`config.mk`:
```
export PLATFORM = sky130hd
export DESIGN_NAME = tga_rle_pixel_decoder
export DESIGN_NICKNAME = d
export VERILOG_FILES = /design/src/design/trle_pkg.sv /design/src/design/trle_core.sv /design/src/design/tga_rle_pixel_decoder.sv
export SDC_FILE = /design/constraint.sdc
export NUM_CORES = 1
export LEC_CHECK = 0
export BUFFER_PORTS_ARGS = -buffer_cell sky130_fd_sc_hd__buf_4
export CAP_MARGIN = 5
export CORE_ASPECT_RATIO = 1.5
export CORE_MARGIN = 5
export CORE_UTILIZATION = 30
export CTS_CLUSTER_SIZE = 25
export DETAILED_ROUTE_END_ITERATION = 10
export GPL_ROUTABILITY_DRIVEN = 0
export GPL_TIMING_DRIVEN = 0
export PLACE_DENSITY = 0.57
export SLEW_MARGIN = 25
export SYNTH_ARGS = -nofsm -noshare
export SYNTH_HDL_FRONTEND = slang
export SYNTH_HIERARCHICAL = 1
export SYNTH_SLANG_ARGS = --single-unit
```
`constraint.sdc`:
```
create_clock -name clk -period 12.7 [get_ports clk]
set_clock_uncertainty 0.05 [all_clocks]
set_input_delay 0.635 -clock clk [delete_from_list [all_inputs] [get_ports clk]]
set_output_delay 0.635 -clock clk [all_outputs]
set_load 0.02 [all_outputs]
```
`src/design/trle_pkg.sv`:
```
// Shared types and constants for the run-length coded TGA pixel decoder.
// No dependencies; used by trle_core and tga_rle_pixel_decoder.
`timescale 1ns / 1ps

package trle_pkg;

  // Default width of the image pixel counter.
  localparam int DEF_PIXEL_COUNT_BITS = 25;

  // Fixed field widths.
  localparam int BYTE_W  = 8;
  localparam int COUNT_W = 8;
  localparam int BPP_W   = 3;
  localparam int TOTAL_W = 25;
  localparam int HOLD_W  = 24;

  // Configuration port.
  localparam int ADDR_W = 3;
  localparam int DATA_W = 32;

  // Register indexes, taken from paddr[2].
  localparam logic [0:0] REG_BPP   = 1'b0;
  localparam logic [0:0] REG_TOTAL = 1'b1;

  // Register reset values and codes.
  localparam logic [BPP_W-1:0]   BPP_NARROW  = 3'd3;
  localparam logic [BPP_W-1:0]   BPP_RESET   = 3'd4;
  localparam logic [TOTAL_W-1:0] TOTAL_RESET = 25'd1;

  // Packet header layout.
  localparam int RUN_FLAG_BIT = 7;

  typedef enum logic [1:0] {
    PH_HEADER = 2'b01,
    PH_COLOUR = 2'b10
  } phase_t;

  // One decoded pixel result.
  typedef struct packed {
    logic [BYTE_W-1:0]  red;
    logic [BYTE_W-1:0]  green;
    logic [BYTE_W-1:0]  blue;
    logic [BYTE_W-1:0]  alpha;
    logic [COUNT_W-1:0] repeat_count;
    logic               image_done;
    logic               overrun;
  } pix_t;

endpackage

```
`src/design/trle_core.sv`:
```
// Packet and pixel state of the TGA run-length decoder: one stream byte in,
// at most one pixel result out in the same cycle. Depends on trle_pkg.
`timescale 1ns / 1ps

module trle_core #(
  parameter int PIXEL_COUNT_BITS = trle_pkg::DEF_PIXEL_COUNT_BITS
) (
  input  logic                           clk,
  input  logic                           rst,
  input  logic                           take,
  input  logic [trle_pkg::BYTE_W-1:0]    data_byte,
  input  logic [trle_pkg::BPP_W-1:0]     bytes_per_pixel,
  input  logic [trle_pkg::TOTAL_W-1:0]   pixel_total,
  input  logic                           total_wr,
  input  logic [trle_pkg::TOTAL_W-1:0]   total_wdata,
  output logic                           res_valid,
  output trle_pkg::pix_t                 res
);

  localparam int CW = PIXEL_COUNT_BITS;
  localparam int TW = (CW < trle_pkg::TOTAL_W) ? CW : trle_pkg::TOTAL_W;

  // A total of zero after masking counts as one pixel.
  function automatic logic [CW-1:0] eff_total(input logic [trle_pkg::TOTAL_W-1:0] t);
    logic [CW-1:0] v;
    v = CW'(t[TW-1:0]);
    if (v == '0) begin
      v = CW'(1);
    end
    return v;
  endfunction

  trle_pkg::phase_t               phase, phase_next;
  logic                           run_packet, run_packet_next;
  logic [trle_pkg::COUNT_W-1:0]   pixels_left, pixels_left_next;
  logic [1:0]                     byte_in_pixel, byte_in_pixel_next;
  logic [trle_pkg::HOLD_W-1:0]    colour_hold, colour_hold_next;
  logic [CW-1:0]                  pixels_done, pixels_done_next;
  logic [CW-1:0]                  remaining, remaining_next;

  logic [CW-1:0]                  total_sel;
  logic                           wide;
  logic [1:0]                     last_idx;
  logic                           clip;
  logic                           done;
  logic [trle_pkg::COUNT_W-1:0]   count;
  logic [trle_pkg::COUNT_W-1:0]   left_dec;

  // Pixels still missing in the image. It is registered from pixels_done and so
  // trails it, which is safe because two pixel results are always at least three
  // bytes apart. A total written in this cycle is taken directly from the port.
  always_comb begin
    total_sel = eff_total(total_wr ? total_wdata : pixel_total);
    remaining_next = (pixels_done < total_sel) ? (total_sel - pixels_done) : CW'(1);
  end

  always_comb begin
    phase_next         = phase;
    run_packet_next    = run_packet;
    pixels_left_next   = pixels_left;
    byte_in_pixel_next = byte_in_pixel;
    colour_hold_next   = colour_hold;
    pixels_done_next   = pixels_done;
    res_valid          = 1'b0;
    res                = '0;
    wide               = (bytes_per_pixel != trle_pkg::BPP_NARROW);
    last_idx           = wide ? 2'd3 : 2'd2;
    clip               = (CW'(pixels_left) > remaining);
    count              = 8'd1;
    left_dec           = pixels_left - 8'd1;
    done               = 1'b0;

    if (take) begin
      if (phase != trle_pkg::PH_COLOUR) begin
        run_packet_next    = data_byte[trle_pkg::RUN_FLAG_BIT];
        pixels_left_next   = {1'b0, data_byte[trle_pkg::RUN_FLAG_BIT-1:0]} + 8'd1;
        byte_in_pixel_next = 2'd0;
        phase_next         = trle_pkg::PH_COLOUR;
      end else if (byte_in_pixel < last_idx) begin
        unique case (byte_in_pixel)
          2'd0:    colour_hold_next[7:0]   = data_byte;
          2'd1:    colour_hold_next[15:8]  = data_byte;
          default: colour_hold_next[23:16] = data_byte;
        endcase
        byte_in_pixel_next = byte_in_pixel + 2'd1;
      end else begin
        // Last byte of a pixel: emit it.
        res_valid          = 1'b1;
        byte_in_pixel_next = 2'd0;
        res.blue           = colour_hold[7:0];
        res.green          = colour_hold[15:8];
        res.red            = wide ? colour_hold[23:16] : data_byte;
        res.alpha          = wide ? data_byte : 8'd0;

        if (run_packet) begin
          count            = clip ? remaining[trle_pkg::COUNT_W-1:0] : pixels_left;
          res.overrun      = clip;
          pixels_left_next = '0;
          phase_next       = trle_pkg::PH_HEADER;
        end else begin
          pixels_left_next = left_dec;
          if (left_dec == '0) begin
            phase_next = trle_pkg::PH_HEADER;
          end
        end

        done = (CW'(count) >= remaining);
        if (done) begin
          if (!run_packet && left_dec != '0) begin
            res.overrun = 1'b1;
          end
          pixels_done_next = '0;
          pixels_left_next = '0;
          phase_next       = trle_pkg::PH_HEADER;
        end else begin
          pixels_done_next = pixels_done + CW'(count);
        end
        res.repeat_count = count;
        res.image_done   = done;
      end
    end
  end

  always_ff @(posedge clk) begin
    if (rst) begin
      phase         <= trle_pkg::PH_HEADER;
      run_packet    <= 1'b0;
      pixels_left   <= '0;
      byte_in_pixel <= 2'd0;
      colour_hold   <= '0;
      pixels_done   <= '0;
      remaining     <= CW'(1);
    end else begin
      phase         <= phase_next;
      run_packet    <= run_packet_next;
      pixels_left   <= pixels_left_next;
      byte_in_pixel <= byte_in_pixel_next;
      colour_hold   <= colour_hold_next;
      pixels_done   <= pixels_done_next;
      remaining     <= remaining_next;
    end
  end

endmodule

```
`src/design/tga_rle_pixel_decoder.sv`:
```
// Top level of the run-length coded true-color TGA pixel decoder: register
// port, decoder core and result buffer. Depends on trle_pkg and trle_core.
`timescale 1ns / 1ps

// Usage
// The input channel (in_valid, in_stall, data_byte) carries the compressed
// pixel stream, one byte per transfer: packet headers and color bytes in
// blue, green, red, alpha order. The output channel (out_valid, out_stall
// and the red, green, blue, alpha, repeat_count, image_done, overrun fields)
// carries one transfer per run packet and one per pixel of a raw packet.
// A transfer is taken at a rising edge where valid is high and stall is low.
// Throughput is one input byte per clock while in_stall is low. The byte that
// completes a pixel produces its result on the output via the result register;
// header and other color bytes produce nothing. The per-byte work is a single
// pass through the decoder core between the input and the result register.
// The result register is backed by a one-entry skid stage, so the decoder
// keeps taking bytes while a result waits. When both are full, in_stall is
// raised until the receiver takes a result; no result is lost or repeated.
// bytes_per_pixel (address 0) and pixel_total (address 4) are to be written
// through the APB-style port while the stream is idle; the block does not enforce it.
// Synchronous reset restores 32-bit pixels, a total of one pixel, and a header wait.

module tga_rle_pixel_decoder #(
  parameter int PIXEL_COUNT_BITS = trle_pkg::DEF_PIXEL_COUNT_BITS
) (
  input  logic                           clk,
  input  logic                           rst,
  // Configuration port
  input  logic                           psel,
  input  logic                           penable,
  input  logic                           pwrite,
  input  logic [trle_pkg::ADDR_W-1:0]    paddr,
  input  logic [trle_pkg::DATA_W-1:0]    pwdata,
  output logic [trle_pkg::DATA_W-1:0]    prdata,
  output logic                           pready,
  // Byte stream in
  input  logic                           in_valid,
  output logic                           in_stall,
  input  logic [trle_pkg::BYTE_W-1:0]    data_byte,
  // Pixel results out
  output logic                           out_valid,
  input  logic                           out_stall,
  output logic [trle_pkg::BYTE_W-1:0]    red,
  output logic [trle_pkg::BYTE_W-1:0]    green,
  output logic [trle_pkg::BYTE_W-1:0]    blue,
  output logic [trle_pkg::BYTE_W-1:0]    alpha,
  output logic [trle_pkg::COUNT_W-1:0]   repeat_count,
  output logic                           image_done,
  output logic                           overrun
);

  // Configuration registers.
  logic [trle_pkg::BPP_W-1:0]   bytes_per_pixel;
  logic [trle_pkg::TOTAL_W-1:0] pixel_total;
  logic                         cfg_wr;
  logic [0:0]                   reg_idx;
  logic                         total_wr;

  assign pready   = 1'b1;
  assign reg_idx  = paddr[trle_pkg::ADDR_W-1];
  assign cfg_wr   = psel && penable && pwrite && pready;
  assign total_wr = cfg_wr && (reg_idx == trle_pkg::REG_TOTAL);

  always_ff @(posedge clk) begin
    if (rst) begin
      bytes_per_pixel <= trle_pkg::BPP_RESET;
      pixel_total     <= trle_pkg::TOTAL_RESET;
    end else if (cfg_wr) begin
      unique case (reg_idx)
        trle_pkg::REG_BPP:   bytes_per_pixel <= pwdata[trle_pkg::BPP_W-1:0];
        trle_pkg::REG_TOTAL: pixel_total     <= pwdata[trle_pkg::TOTAL_W-1:0];
        default:             bytes_per_pixel <= bytes_per_pixel;
      endcase
    end
  end

  always_comb begin
    unique case (reg_idx)
      trle_pkg::REG_BPP:   prdata = trle_pkg::DATA_W'(bytes_per_pixel);
      trle_pkg::REG_TOTAL: prdata = trle_pkg::DATA_W'(pixel_total);
      default:             prdata = '0;
    endcase
  end

  // Decoder core.
  logic           in_take;
  logic           res_valid;
  trle_pkg::pix_t res;

  assign in_take = in_valid && !in_stall;

  trle_core #(
    .PIXEL_COUNT_BITS(PIXEL_COUNT_BITS)
  ) u_core (
    .clk             (clk),
    .rst             (rst),
    .take            (in_take),
    .data_byte       (data_byte),
    .bytes_per_pixel (bytes_per_pixel),
    .pixel_total     (pixel_total),
    .total_wr        (total_wr),
    .total_wdata     (pwdata[trle_pkg::TOTAL_W-1:0]),
    .res_valid       (res_valid),
    .res             (res)
  );

  // Result register with a skid entry behind it. The input stalls only
  // while the skid entry holds a result, so a new byte is not refused while
  // only the result register waits on the receiver.
  trle_pkg::pix_t out_q;
  trle_pkg::pix_t skid_q;
  logic           skid_valid;
  logic           out_take;

  assign out_take = out_valid && !out_stall;
  assign in_stall = skid_valid;

  always_ff @(posedge clk) begin
    if (rst) begin
      out_valid  <= 1'b0;
      skid_valid <= 1'b0;
    end else if (skid_valid) begin
      if (out_take) begin
        skid_valid <= 1'b0;
      end
    end else if (!out_valid || out_take) begin
      out_valid <= res_valid;
    end else if (res_valid) begin
      skid_valid <= 1'b1;
    end
  end

  always_ff @(posedge clk) begin
    if (skid_valid) begin
      if (out_take) begin
        out_q <= skid_q;
      end
    end else if (!out_valid || out_take) begin
      if (res_valid) begin
        out_q <= res;
      end
    end else if (res_valid) begin
      skid_q <= res;
    end
  end

  assign red          = out_q.red;
  assign green        = out_q.green;
  assign blue         = out_q.blue;
  assign alpha        = out_q.alpha;
  assign repeat_count = out_q.repeat_count;
  assign image_done   = out_q.image_done;
  assign overrun      = out_q.overrun;

endmodule
```
==> flow_summary_export.csv <==
group,metric,value,unit
outcome,outcome,"finished clean",
clock_tree,cts_max_path_buffers,3,
clock_tree,clock_sinks,201,
cells_and_area,final_area,13500,sq um
clock_tree,cts_setup_buffers,0,
cells_and_area,final_common_cell,"dfxtp_1",
critical_path,crit_path_max_fanout,10,
critical_path,path_buf_inv,6,
critical_path,rr_endpoint,"u_core/pixels_done[22]$_SDFFE_PP0P_",
cells_and_area,diodes,0,
cells_and_area,area_delta_synth_final,20.1,%
global_routing,grt.overflow.total,0,
clock_tree,root_buffer,"clkbuf_16",
floorplanning,rows,87,
critical_path,critPathArrivalTime,6.12,ns
critical_path,crit_required,13.10,ns
yosys,synth-seq-cells,201,
detailed_routing,vias,8864,
clock_tree,cts_buffers,23,
global_routing,grt_pass1_vias,8893,
timing,worst_pin_slew,0.881,ns
detailed_routing,wirelength,30600,um
critical_path,r2r-start,"u_core/remaining[2]$_SDFF_PP0_",
min_path,hold-path-cell-count,3,
placement,post-place-ws,6.43,ns
detailed_routing,wl_per_cell,17.2,um
floorplanning,die_w,168,um
detailed_routing,via_per_inst,4.98,
yosys,async_flop_share,0,
power,p_leak,5.40,nW
floorplanning,die_area,41600,sq um
placement,io_buffers,103,
floorplanning,coreArea,37300,sq um
timing,finalCriticalPeriod,5.71,ns
placement,place_inst,1738,
floorplanning,initial_core_util,0.302,
cells_and_area,most-common-layout-cells,"117 x dfxtp_1, 112 x buf_4, 91 x nand2_1",
cells_and_area,final-instance-count-excl-fill,1780,
placement,placed_area,12800,sq um
min_path,worstHoldEndpoint,"pixel_total[15]$_SDFFE_PP0P_",
job,drv_cap,0,
critical_path,crit_path_frequent_cell,"clkbuf_1",
cells_and_area,drive_gt1_frac,0.198,
clock_tree,cts_tree,"yes",
clock_tree,cts_resized,0,
critical_path,endpoint_kind,"flip-flop",
critical_path,crit_type,"in -> reg",
global_routing,gr-usage-all-layers,0.142,
min_path,hp-start,"pwdata[15]",
cells_and_area,final_util,0.362,
global_routing,antenna_found_initial,0,
clock_tree,clock_latency,0.52,ns
critical_path,crit_chain,"buf_6 -> and4_4 -> buf_12 -> buf_12 -> clkbuf_1 -> clkbuf_1 -> mux2_2 -> nor4_1 -> nand2_1 -> nand4b_1 -> o21a_1 -> ha_1 -> nor2b_1 -> o21a_1 -> o21ai_0 -> a32oi_1 -> a221o_1 -> a211oi_1 -> nor3b_1 -> clkbuf_1 -> and3_1",
global_routing,grt_pass1_wl,47700,um
yosys,ys_warn_count,6,
detailed_routing,firstDrtPassIters,5,
critical_path,r2r_setup_slack,7.14,ns
yosys,syn_area,11300,sq um
clock_tree,hold_buffers,0,
timing,slew_headroom,0.407,
critical_path,critPathTopFamily,"simple AND/OR/NAND/NOR gates",
timing,hold_viol,0,
yosys,synth_edf_count,84,
timing,fmaxAchievable,175,MHz
critical_path,startpoint_type,"input pin",
critical_path,cp_slowest_cell,"nor3b_1",
timing,setup_ws,6.99,ns
yosys,synth_ff_type,"dfxtp_1",
timing,setup_tns,0,ns
yosys,syn_area_per_cell,9.90,sq um
yosys,syn_inst,1137,
clock_tree,clkSlewWorstSetupHoldPaths,0.06,ns
clock_tree,cts_htree_levels,1,
yosys,synth-seq-area-share,0.432,
critical_path,cpPeakStageDelay,0.69,ns
min_path,hold_path.class,"in -> reg",
power,power_density,117,nW/um^2
cells_and_area,nets,1378,
power,peakVddDrop,0.0000766,V
detailed_routing,drc,0,
yosys,ys_types,79,
power,power,1.58,mW
detailed_routing,drt_first_iter_violations,423,
timing,finalCritPeriodShare,0.450,
timing,maxSlewViolCount,0,
floorplanning,dieHeight,247,um
placement,post-dp-hpwl,23700,um
floorplanning,ios,127,
global_routing,grt_max_degree,25,
critical_path,reg2reg_depth,18,
timing,setup_viol,0,
timing,rsz0062_at_grt,"no",
detailed_routing,postRouteAntennaNets,0,
timing,fin_hold_ws,0.338,ns
[worst max-delay path by stage]
stage,start,to,slack [ns],depth (start not counted)
2_1_floorplan,in_stall$_SDFF_PP0_,alpha[0]$_DFFE_PP_,7.31,8
3_3_place_gp,in_stall$_SDFF_PP0_,green[6]$_DFFE_PP_,4.80,8
3_5_place_dp,paddr[2],u_core/remaining[18]$_SDFF_PP0_,6.43,21
4_1_cts,paddr[2],u_core/remaining[18]$_SDFF_PP0_,6.97,21
5_1_grt,paddr[2],u_core/remaining[18]$_SDFF_PP0_,6.54,21
6_report,paddr[2],u_core/remaining[15]$_SDFF_PP0_,6.99,21
[worst min-delay path, cell delays in order]
cell,delay [ns]
buf_4,0.11
nand2b_1,0.06
mux2i_1,0.06
[kinds of logic after synthesis]
family          after synthesis  share of synthesized area
fa+ha+maj                    54                     0.0613
buf+inv                     110                     0.0462
flops                       201                      0.432
mux                         130                      0.123
xor+xnor                     23                     0.0179
compound gates              190                      0.112
other cells                   2                   0.000667
simple gates                427                      0.207
[final cells by class]
type	count	area (sq um)
Inverter	49	184
Clock inverter	14	165
Timing Repair Buffer	106	848
Fill cell	3797	23800
Clock buffer	28	594
Multi-Input combinational cell	832	5910
Buffer	61	337
Tap cell	489	612
Sequential cell	201	4860
[routing by layer]
layer | vias up | routed length, um | track usage
li1 | 4340 | - | -
met1 | 4274 | 11800 | 0.156
met2 | 186 | 16600 | 0.270
met3 | 64 | 1050 | 0.0187
met4 | 0 | 1180 | 0.0616
met5 | - | 0 | 0
[state kept, by name, summed over array words and instances, names as in the netlist, 2 cells and up]
register	count
alpha	8
blue	8
bytes_per_pixel	3
green	8
pixel_total	25
red	8
repeat_count	8
skid_q	42
u_core/byte_in_pixel	2
u_core/colour_hold	24
u_core/phase	2
u_core/pixels_done	25
u_core/pixels_left	8
u_core/remaining	25
[report_power, final]
| group | switching, mW | leakage [nW] | total, mW | internal, mW |
|---|---|---|---|---|
| registers | 0.0104 | 1.77 | 0.693 | 0.682 |
| clock network | 0.278 | 0.364 | 0.676 | 0.398 |
| logic | 0.126 | 3.26 | 0.216 | 0.0902 |
| total | 0.414 | 5.40 | 1.58 | 1.17 |
[cells in the mapped netlist, types with 8 or more instances]
cell type  number  area share
and3_1         20       0.011
a21oi_1        58       0.026
nor2b_1        13      0.0072
nand3_1        33       0.015
buf_2           8      0.0036
nor2_1         64       0.021
dfxtp_1       117        0.21
ha_1           52       0.058
buf_4           9      0.0060
nor4_1         11      0.0061
or3_1           8      0.0044
clkbuf_1       37       0.012
nand2_1        91       0.030
nand4_1        13      0.0072
a211oi_1        8      0.0053
xnor2_1        16       0.012
nor3_1         15      0.0067
a21boi_0       10      0.0067
a21o_1         16       0.011
edfxtp_1       84        0.22
inv_1          49       0.016
mux2_2         68       0.068
o21ai_0        35       0.016
mux2i_1        62       0.055
nand2b_1       62       0.034
and2_1         58       0.032
o21a_1         12      0.0080
Power figures use the tool's default switching activity.
